### config.mk
export PLATFORM = sky130hd
export DESIGN_NAME = calendar_date_keeper
export DESIGN_NICKNAME = d
export VERILOG_FILES = /design/src/rtl/core/cdk_pkg.sv /design/src/rtl/core/calendar_date_keeper.sv /design/src/rtl/core/cdk_sequencer.sv
export SDC_FILE = /design/constraint.sdc
export NUM_CORES = 1
export LEC_CHECK = 0
export ABC_CLOCK_PERIOD_IN_PS = 13500
export BUFFER_PORTS_ARGS = -buffer_cell sky130_fd_sc_hd__buf_2
export CAP_MARGIN = 20
export CORE_ASPECT_RATIO = 1.4
export CORE_MARGIN = 2
export CORE_UTILIZATION = 64
export CTS_CLUSTER_SIZE = 14
export DETAILED_ROUTE_END_ITERATION = 7
export PLACE_DENSITY = 0.86
export SKIP_LAST_GASP = 1
export SLEW_MARGIN = 20
export SYNTH_ARGS = -nofsm -noshare
export SYNTH_HDL_FRONTEND = slang
export SYNTH_SLANG_ARGS = --single-unit
export TNS_END_PERCENT = 100
### constraint.sdc
create_clock -name clk -period 13.5 [get_ports clk]
set_input_delay 1.35 -clock clk [delete_from_list [all_inputs] [get_ports clk]]
set_output_delay 1.35 -clock clk [all_outputs]
set_load 0.005 [all_outputs]
### src/rtl/core/cdk_pkg.sv
// ----------------------------------------------------------------------------
// cdk_pkg
// Shared types, microcode encodings and calendar helper functions for the
// calendar date keeper.
// ----------------------------------------------------------------------------
package cdk_pkg;

  localparam int PC_W = 4;

  // operation codes on the input channel
  localparam logic [1:0] OP_TICK     = 2'd0;
  localparam logic [1:0] OP_ADV_DAY  = 2'd1;
  localparam logic [1:0] OP_SET_DATE = 2'd2;
  localparam logic [1:0] OP_FACTORY  = 2'd3;

  localparam logic [7:0]  DEFAULT_YEAR = 8'd6;
  localparam logic [15:0] BASE_YEAR    = 16'd2000;
  localparam logic [7:0]  HOURS_PER_DAY = 8'd24;
  localparam logic [4:0]  MONTHS_PER_YEAR = 5'd12;

  // datapath micro-operations
  typedef enum logic [3:0] {
    UOP_NOP,
    UOP_LATCH,
    UOP_LOAD_HW,
    UOP_ADD_DAY,
    UOP_LOAD_DATE,
    UOP_DEFAULTS,
    UOP_ROLL,
    UOP_WDAY,
    UOP_FIX,
    UOP_EMIT
  } uop_t;

  // sequencer jump conditions
  typedef enum logic [2:0] {
    JMP_NONE,
    JMP_ALWAYS,
    JMP_DISPATCH,
    JMP_HOUR_LT_DAY,
    JMP_YEAR_LOW,
    JMP_OUT_BUSY
  } jmp_t;

  typedef struct packed {
    uop_t            uop;
    jmp_t            jmp;
    logic [PC_W-1:0] target;
  } ctrl_t;

  typedef struct packed {
    logic       in_valid;
    logic [1:0] in_op;
    logic       hour_lt_day;
    logic       year_low;
    logic       out_busy;
  } status_t;

  // program addresses
  localparam logic [PC_W-1:0] PC_IDLE      = 4'd0;
  localparam logic [PC_W-1:0] PC_TICK      = 4'd1;
  localparam logic [PC_W-1:0] PC_ADV       = 4'd2;
  localparam logic [PC_W-1:0] PC_NCHK      = 4'd3;
  localparam logic [PC_W-1:0] PC_ROLL      = 4'd4;
  localparam logic [PC_W-1:0] PC_ROLL_WDAY = 4'd5;
  localparam logic [PC_W-1:0] PC_FIX       = 4'd6;
  localparam logic [PC_W-1:0] PC_SET       = 4'd7;
  localparam logic [PC_W-1:0] PC_SET_LOAD  = 4'd8;
  localparam logic [PC_W-1:0] PC_SET_WDAY  = 4'd9;
  localparam logic [PC_W-1:0] PC_FACTORY   = 4'd10;
  localparam logic [PC_W-1:0] PC_WAIT      = 4'd11;
  localparam logic [PC_W-1:0] PC_EMIT      = 4'd12;

  function automatic ctrl_t ucode(input logic [PC_W-1:0] pc);
    ctrl_t c;
    c = '{uop: UOP_NOP, jmp: JMP_ALWAYS, target: PC_IDLE};
    case (pc)
      PC_IDLE:      c = '{uop: UOP_LATCH,     jmp: JMP_DISPATCH,    target: PC_IDLE};
      PC_TICK:      c = '{uop: UOP_LOAD_HW,   jmp: JMP_ALWAYS,      target: PC_NCHK};
      PC_ADV:       c = '{uop: UOP_ADD_DAY,   jmp: JMP_NONE,        target: PC_IDLE};
      PC_NCHK:      c = '{uop: UOP_NOP,       jmp: JMP_HOUR_LT_DAY, target: PC_FIX};
      PC_ROLL:      c = '{uop: UOP_ROLL,      jmp: JMP_NONE,        target: PC_IDLE};
      PC_ROLL_WDAY: c = '{uop: UOP_WDAY,      jmp: JMP_ALWAYS,      target: PC_NCHK};
      PC_FIX:       c = '{uop: UOP_FIX,       jmp: JMP_ALWAYS,      target: PC_WAIT};
      PC_SET:       c = '{uop: UOP_NOP,       jmp: JMP_YEAR_LOW,    target: PC_WAIT};
      PC_SET_LOAD:  c = '{uop: UOP_LOAD_DATE, jmp: JMP_NONE,        target: PC_IDLE};
      PC_SET_WDAY:  c = '{uop: UOP_WDAY,      jmp: JMP_ALWAYS,      target: PC_WAIT};
      PC_FACTORY:   c = '{uop: UOP_DEFAULTS,  jmp: JMP_NONE,        target: PC_IDLE};
      PC_WAIT:      c = '{uop: UOP_NOP,       jmp: JMP_OUT_BUSY,    target: PC_WAIT};
      PC_EMIT:      c = '{uop: UOP_EMIT,      jmp: JMP_ALWAYS,      target: PC_IDLE};
      default:      c = '{uop: UOP_NOP,       jmp: JMP_ALWAYS,      target: PC_IDLE};
    endcase
    return c;
  endfunction

  function automatic logic [PC_W-1:0] op_entry(input logic [1:0] op);
    logic [PC_W-1:0] e;
    case (op)
      OP_TICK:     e = PC_TICK;
      OP_ADV_DAY:  e = PC_ADV;
      OP_SET_DATE: e = PC_SET;
      OP_FACTORY:  e = PC_FACTORY;
      default:     e = PC_IDLE;
    endcase
    return e;
  endfunction

  // invalid months map to january
  function automatic logic [3:0] month_idx(input logic [3:0] m);
    logic [3:0] i;
    if (m < 4'd1 || m > 4'd12) begin
      i = 4'd0;
    end else begin
      i = m - 4'd1;
    end
    return i;
  endfunction

  function automatic logic [4:0] month_len(input logic [3:0] i);
    logic [4:0] n;
    case (i)
      4'd1:                   n = 5'd28;
      4'd3, 4'd5, 4'd8, 4'd10: n = 5'd30;
      default:                n = 5'd31;
    endcase
    return n;
  endfunction

  function automatic logic [2:0] month_code(input logic [3:0] i);
    logic [2:0] c;
    case (i)
      4'd0:    c = 3'd0;
      4'd1:    c = 3'd3;
      4'd2:    c = 3'd3;
      4'd3:    c = 3'd6;
      4'd4:    c = 3'd1;
      4'd5:    c = 3'd4;
      4'd6:    c = 3'd6;
      4'd7:    c = 3'd2;
      4'd8:    c = 3'd5;
      4'd9:    c = 3'd0;
      4'd10:   c = 3'd3;
      4'd11:   c = 3'd5;
      default: c = 3'd0;
    endcase
    return c;
  endfunction

  function automatic logic [4:0] days_in_month(input logic [7:0] y, input logic [3:0] m);
    logic [4:0] n;
    n = month_len(month_idx(m));
    if (m == 4'd2 && y[1:0] == 2'b00) begin
      n = n + 5'd1;
    end
    return n;
  endfunction

  function automatic logic [2:0] weekday_of(input logic [7:0] y, input logic [3:0] m,
                                            input logic [4:0] d);
    logic [3:0] mi;
    logic [8:0] s;
    logic [4:0] a;
    logic [3:0] b;
    mi = month_idx(m);
    s = 9'd6 + {1'b0, y} + {3'b0, y[7:2]} + {6'b0, month_code(mi)} + {4'b0, d};
    if (y[1:0] == 2'b00 && mi < 4'd2) begin
      s = s - 9'd1;
    end
    // 8 = 1 mod 7, so octal digits fold
    a = {2'b0, s[8:6]} + {2'b0, s[5:3]} + {2'b0, s[2:0]};
    b = {2'b0, a[4:3]} + {1'b0, a[2:0]};
    if (b >= 4'd7) begin
      b = b - 4'd7;
    end
    return b[2:0];
  endfunction

endpackage

### src/rtl/core/calendar_date_keeper.sv
// ----------------------------------------------------------------------------
// calendar_date_keeper
// Calendar keeper: year offset, month, day, hour, minute and weekday,
// updated by tick, advance-day, set-date and factory-reset operations.
// ----------------------------------------------------------------------------
// Input channel: in_valid / in_stall with op and its operands. in_stall is
// low only out of reset while the sequencer sits at its idle step, so one
// operation is worked on at a time. Output channel: out_valid / out_stall, one
// result per operation, held in an output register; the next operation can be
// taken while that result still waits for its transfer.
// Tick and advance day run the rollover loop once per day rolled over, at
// most 10 times on a tick; set date skips its load and weekday steps when
// the year is below 2000; factory reset loads the defaults. Every operation
// then passes the wait step and emits its result.
// The rollover loop (subtract a day, step the date, recompute weekday, test
// the hour) runs as three microcode steps per day on one shared datapath.
// A stalled output holds the sequencer at its wait step; the result is not
// overwritten. Reset puts the calendar at 2006-01-01 00:00, Sunday, clears
// the output valid and returns the sequencer to idle.
// ----------------------------------------------------------------------------
module calendar_date_keeper (
  input  logic        clk,
  input  logic        rst,
  input  logic        in_valid,
  output logic        in_stall,
  input  logic [1:0]  op,
  input  logic [7:0]  hw_hour,
  input  logic [5:0]  hw_minute,
  input  logic [15:0] set_full_year,
  input  logic [3:0]  set_month,
  input  logic [4:0]  set_day,
  output logic        out_valid,
  input  logic        out_stall,
  output logic [7:0]  year_offset,
  output logic [3:0]  month_now,
  output logic [4:0]  day_now,
  output logic [7:0]  hour_now,
  output logic [5:0]  minute_now,
  output logic [2:0]  weekday,
  output logic        minute_changed,
  output logic [3:0]  days_rolled
);

  cdk_pkg::ctrl_t   ctrl;
  cdk_pkg::status_t status;

  // captured operands
  logic [1:0]  op_q;
  logic [7:0]  hw_hour_q;
  logic [5:0]  hw_minute_q;
  logic [15:0] set_full_year_q;
  logic [3:0]  set_month_q;
  logic [4:0]  set_day_q;

  // calendar state
  logic [7:0] year_reg;
  logic [3:0] month_reg;
  logic [4:0] day_reg;
  logic [7:0] hour_reg;
  logic [5:0] minute_reg;
  logic [5:0] last_minute_reg;
  logic [2:0] weekday_reg;
  logic       elapsed;
  logic [3:0] rolled;

  logic [5:0]  day_inc;
  logic [4:0]  month_inc;
  logic [4:0]  month_days;
  logic [15:0] year_diff;

  cdk_sequencer u_seq (
    .clk    (clk),
    .rst    (rst),
    .status (status),
    .ctrl   (ctrl)
  );

  assign in_stall = rst || (ctrl.uop != cdk_pkg::UOP_LATCH);

  always_comb begin
    status.in_valid    = in_valid;
    status.in_op       = op;
    status.hour_lt_day = (hour_reg < cdk_pkg::HOURS_PER_DAY);
    status.year_low    = (set_full_year_q < cdk_pkg::BASE_YEAR);
    status.out_busy    = out_valid && out_stall;
  end

  assign day_inc    = {1'b0, day_reg} + 6'd1;
  assign month_inc  = {1'b0, month_reg} + 5'd1;
  assign month_days = cdk_pkg::days_in_month(year_reg, month_reg);
  assign year_diff  = set_full_year_q - cdk_pkg::BASE_YEAR;

  always_ff @(posedge clk) begin
    if (ctrl.uop == cdk_pkg::UOP_LATCH && in_valid) begin
      op_q            <= op;
      hw_hour_q       <= hw_hour;
      hw_minute_q     <= hw_minute;
      set_full_year_q <= set_full_year;
      set_month_q     <= set_month;
      set_day_q       <= set_day;
    end
  end

  always_ff @(posedge clk) begin
    if (rst) begin
      year_reg        <= cdk_pkg::DEFAULT_YEAR;
      month_reg       <= 4'd1;
      day_reg         <= 5'd1;
      hour_reg        <= 8'd0;
      minute_reg      <= 6'd0;
      last_minute_reg <= 6'd0;
      weekday_reg     <= 3'd0;
      elapsed         <= 1'b0;
      rolled          <= 4'd0;
    end else begin
      case (ctrl.uop)
        cdk_pkg::UOP_LATCH: begin
          if (in_valid) begin
            elapsed <= 1'b0;
            rolled  <= 4'd0;
          end
        end
        cdk_pkg::UOP_LOAD_HW: begin
          hour_reg   <= hw_hour_q;
          minute_reg <= hw_minute_q;
        end
        cdk_pkg::UOP_ADD_DAY: begin
          hour_reg <= hour_reg + cdk_pkg::HOURS_PER_DAY;
        end
        cdk_pkg::UOP_LOAD_DATE: begin
          year_reg <= year_diff[7:0];
          if (set_month_q < 4'd1 || set_month_q > 4'd12) begin
            month_reg <= 4'd1;
          end else begin
            month_reg <= set_month_q;
          end
          day_reg <= (set_day_q == 5'd0) ? 5'd1 : set_day_q;
        end
        cdk_pkg::UOP_DEFAULTS: begin
          year_reg        <= cdk_pkg::DEFAULT_YEAR;
          month_reg       <= 4'd1;
          day_reg         <= 5'd1;
          hour_reg        <= 8'd0;
          minute_reg      <= 6'd0;
          last_minute_reg <= 6'd0;
          // 2006-01-01 is a sunday
          weekday_reg     <= 3'd0;
        end
        cdk_pkg::UOP_ROLL: begin
          hour_reg <= hour_reg - cdk_pkg::HOURS_PER_DAY;
          rolled   <= rolled + 4'd1;
          if (day_inc > {1'b0, month_days}) begin
            day_reg <= 5'd1;
            if (month_inc > cdk_pkg::MONTHS_PER_YEAR) begin
              month_reg <= 4'd1;
              year_reg  <= year_reg + 8'd1;
            end else begin
              month_reg <= month_inc[3:0];
            end
          end else begin
            day_reg <= day_inc[4:0];
          end
        end
        cdk_pkg::UOP_WDAY: begin
          weekday_reg <= cdk_pkg::weekday_of(year_reg, month_reg, day_reg);
        end
        cdk_pkg::UOP_FIX: begin
          if (month_reg < 4'd1 || month_reg > 4'd12) begin
            month_reg <= 4'd1;
          end
          if (day_reg == 5'd0) begin
            day_reg <= 5'd1;
          end
          // only a tick reports and records the minute
          if (op_q == cdk_pkg::OP_TICK) begin
            elapsed         <= (minute_reg != last_minute_reg);
            last_minute_reg <= minute_reg;
          end
        end
        default: begin
        end
      endcase
    end
  end

  // output register
  always_ff @(posedge clk) begin
    if (rst) begin
      out_valid <= 1'b0;
    end else if (ctrl.uop == cdk_pkg::UOP_EMIT) begin
      out_valid <= 1'b1;
    end else if (out_valid && !out_stall) begin
      out_valid <= 1'b0;
    end
  end

  always_ff @(posedge clk) begin
    if (ctrl.uop == cdk_pkg::UOP_EMIT) begin
      year_offset    <= year_reg;
      month_now      <= month_reg;
      day_now        <= day_reg;
      hour_now       <= hour_reg;
      minute_now     <= minute_reg;
      weekday        <= weekday_reg;
      minute_changed <= elapsed;
      days_rolled    <= rolled;
    end
  end

endmodule

### src/rtl/core/cdk_sequencer.sv
// ----------------------------------------------------------------------------
// cdk_sequencer
// Step counter and microcode store; emits one control word per cycle and
// branches on datapath status.
// ----------------------------------------------------------------------------
module cdk_sequencer (
  input  logic             clk,
  input  logic             rst,
  input  cdk_pkg::status_t status,
  output cdk_pkg::ctrl_t   ctrl
);

  logic [cdk_pkg::PC_W-1:0] pc;
  logic [cdk_pkg::PC_W-1:0] pc_next;

  assign ctrl = cdk_pkg::ucode(pc);

  always_comb begin
    pc_next = pc + 4'd1;
    case (ctrl.jmp)
      cdk_pkg::JMP_NONE:        pc_next = pc + 4'd1;
      cdk_pkg::JMP_ALWAYS:      pc_next = ctrl.target;
      cdk_pkg::JMP_DISPATCH: begin
        // hold until a transfer, then go to the op's routine
        pc_next = status.in_valid ? cdk_pkg::op_entry(status.in_op) : pc;
      end
      cdk_pkg::JMP_HOUR_LT_DAY: pc_next = status.hour_lt_day ? ctrl.target : pc + 4'd1;
      cdk_pkg::JMP_YEAR_LOW:    pc_next = status.year_low ? ctrl.target : pc + 4'd1;
      cdk_pkg::JMP_OUT_BUSY:    pc_next = status.out_busy ? ctrl.target : pc + 4'd1;
      default:                  pc_next = cdk_pkg::PC_IDLE;
    endcase
  end

  always_ff @(posedge clk) begin
    if (rst) begin
      pc <= cdk_pkg::PC_IDLE;
    end else begin
      pc <= pc_next;
    end
  end

endmodule

==> summary.txt <==
Outcome
  – Status: finished with violations
  – Failing checks: design-rule violations

Clock tree
  – H-tree levels: 4
  – CTS buffer count: 17
  – Clk buf depth: 2
  – Setup Buffers After CTS: 0
  – Clock Sinks: 141
  – Clock root buffer: clkbuf_16
  – Worst-skew pair later-pin latency: 0.42 ns
  – Clock slew at reported path FFs: 0.06 ns
  – Hold Buf Count CTS: 0
  – CTS resizes: 0
  – CTS tree: yes

Global routing
  – Largest net degree at the start of global routing: 57
  – Vias in the first global route: 5942
  – First-pass GRT wire length: 28150 um
  – Gr ovfl total: 0
  – Initial antenna violation count: 0
  – Gr usage total: 28.18%

Timing
  – Fin worst setup slack: 5.957 ns
  – Final Hold Fails: 0
  – Max Transition Viols Final: 0
  – Worst-Margin Slew: 1.081 ns
  – Period utilization: 55.87%
  – Max-Slew Margin vs Limit: 27.94%
  – WHS: 0.4433 ns
  – Achievable Freq: 0.1326 GHz
  – Tmin final: 7.543 ns
  – Setup TNS: 0 ns
  – RSZ-0062 raised after global routing: no
  – Final setup fails: 0
  – Clock skew: 0.008561 ns

Placed design
  – Count of port buffers added during placement: 85
  – Hpwl dp: 11970 um
  – GP Congestion: 0.9251
  – Placed Cells: 949
  – Worst slack, placed: 6.120 ns
  – Placed cell areas: 0.008108 mm^2

Worst hold path
  – HP Class: flip-flop to flip-flop
  – WHS Endpoint: hour_now[2]
  – Hold_sp: hour_reg[2]
  – Hold path cells: 0

Final layout
  – Fin cells: 982
  – Register with the most flip-flops: set_full_year_q
  – Layout cell share with drive strength beyond 1: 17.01%
  – Max FFs per register: 16
  – Antenna Cells: 0
  – Most common cell after layout, fill and taps aside: buf_2
  – Area growth, synth to finish: 14.84%
  – Reg area: 0.003623 mm^2
  – Commonest cells after routing, fill and taps aside: 85 x buf_2, 80 x edfxtp_1, 63 x nand2_1, 63 x a21oi_1, 61 x dfxtp_1
  – Fillcell total: 780
  – Nets: 932
  – Design Area, Final: 0.008712 mm^2
  – Multi-input logic area: 0.003659 mm^2

Power
  – Peak VDD IR: 0.3511 mV
  – Power Dens Cells: 294.4 mW/mm^2
  – P_leak: 3.602 nW

Floorplanning
  – Rows: 47
  – Core ar.: 0.01170 mm^2
  – DIE WIDTH: 96.02 um
  – Die Y: 132.8 um
  – Starting Density: 64.82%
  – Total die area: 0.01275 mm^2
  – IO Count: 86

Yosys
  – Post-synth EDFFs: 80
  – Netlist cell types: 73
  – Yosys warns: 0
  – Ys async rst share: 0%
  – Synthesized area per cell: 10.22 um^2
  – Syn nets: 852
  – Area of the mapped netlist: 0.007586 mm^2
  – #FFs+latches synth: 141
  – Register area share after synthesis: 47.77%
  – Cell count after synthesis: 742
  – Main synth FF type: edfxtp_1

Route
  – Initial DRC count: 708
  – Residual DRC: 1
  – Average via count per standard cell: 6.208
  – ANT nets after route: 0
  – Routed WL: 17280 um
  – Via count: 6096
  – WL per Instance: 17.60 um
  – DR pass1 iterations: 8

Critical path
  – Critical Path Sink Type: flip-flop
  – Reg-to-reg slack, setup: 5.96 ns
  – Critical path data required time: 13.78 ns
  – Worst-path maximum fanout: 10
  – FF-to-FF Start: month_reg[0]
  – Data arrival time of the critical path: 7.82 ns
  – Type of origin of the critical path: flip-flop
  – Slowest library cell on the worst path: fa_1
  – Register-to-Register Path Depth: 34
  – Critical path's largest stage delay: 0.53 ns
  – Worst setup path startpoint: month_reg[0]
  – Worst reg2reg endpoint: weekday_reg[1]
  – Critical path class: flip-flop to flip-flop

Flow run
  – Max_cap viols: 0
[synth_stat cells (3+ instances only)]
cell type	n	area share [%]
a221oi_1	6	0.69
a21o_1	5	0.49
xnor2_1	22	2.5
buf_2	5	0.33
o211ai_1	3	0.30
nor2b_1	14	1.2
xor2_1	13	1.5
a32oi_1	3	0.35
a21oi_1	63	4.2
dfxtp_1	61	16
a22oi_1	8	0.79
mux2_2	4	0.59
nand2b_1	8	0.66
nor3b_1	8	0.79
nand2_1	63	3.1
nor2_1	58	2.9
and3_1	5	0.41
and2_1	4	0.33
inv_1	56	2.8
nor4_1	3	0.25
o32ai_1	6	0.69
nor3_1	17	1.1
or3_1	4	0.33
edfxtp_1	80	32
o221ai_1	5	0.58
o22ai_1	6	0.49
o21a_1	3	0.30
fa_1	13	3.4
o21ai_0	24	1.6
nand3_1	34	2.2
mux2i_1	7	0.92
ha_1	52	8.6
a31oi_1	3	0.25
clkbuf_1	21	1.0
or2_2	7	0.58
[final cells by class]
cell class / count / share of cell area (%)
flip-flops and latches: 141 / 41.59
inverters: 56 / 2.413
clock inverters: 11 / 1.522
well taps: 147 / 2.111
repair buffers: 89 / 5.199
clock buffers: 21 / 5.170
multi-input cells: 517 / 41.99
[through the flow]
stage	util [%]	power, W
2_1_floorplan	-	0.001782
3_3_place_gp	69.28	0.001979
3_5_place_dp	69.28	0.002092
4_1_cts	74.26	0.002570
5_1_grt	74.45	0.002829
6_report	74.45	0.002565
[logic make-up (layout without fill, tap and decap cells)]
family | count (synthesis) | count (layout) | synth area share, %
compound gates | 167 | 167 | 14.96
xor+xnor | 35 | 35 | 4.041
fa+ha+maj | 65 | 65 | 12.01
buf+inv | 84 | 177 | 4.239
flops | 141 | 141 | 47.77
mux | 11 | 11 | 1.517
simple gates | 239 | 239 | 15.47
[worst max path at each step]
stage	endpoint	slack, ns	cells past startpoint
after floorplan	weekday_reg[1]	6.85	34
after global placement	weekday_reg[1]	6.55	34
after detailed placement	weekday_reg[1]	6.12	34
after CTS	weekday_reg[1]	6.03	34
after global routing	weekday_reg[1]	5.34	38
final	weekday_reg[1]	5.96	34
[power breakdown]
group	switching (W)	leakage (nW)	total, W	internal, W
registers	0.0000920	1.23	0.000640	0.000548
clock network	0.000181	0.284	0.000460	0.000280
logic	0.000795	2.08	0.00146	0.000669
[layer usage]
layer	global-route usage [%]	up-vias	share of wire, %
met5	0	-	0
met4	10.08	0	2.2
met3	5.467	50	6.5
met2	48.46	311	53
met1	34.66	2896	38
li1	-	2839	-
[critical path, delay by kind of cell, from the launching register on]
kind	cells	cell delay, ns
buffers and inverters	5	0.43
AO/OA/AOI/OAI	5	0.80
AND/OR/NAND/NOR	11	1.71
adder cells (fa/ha/maj)	10	3.52
multiplexers	1	0.18
flip-flops	1	0.50
XOR/XNOR	2	0.26
(Power assumes the default switching activity.)
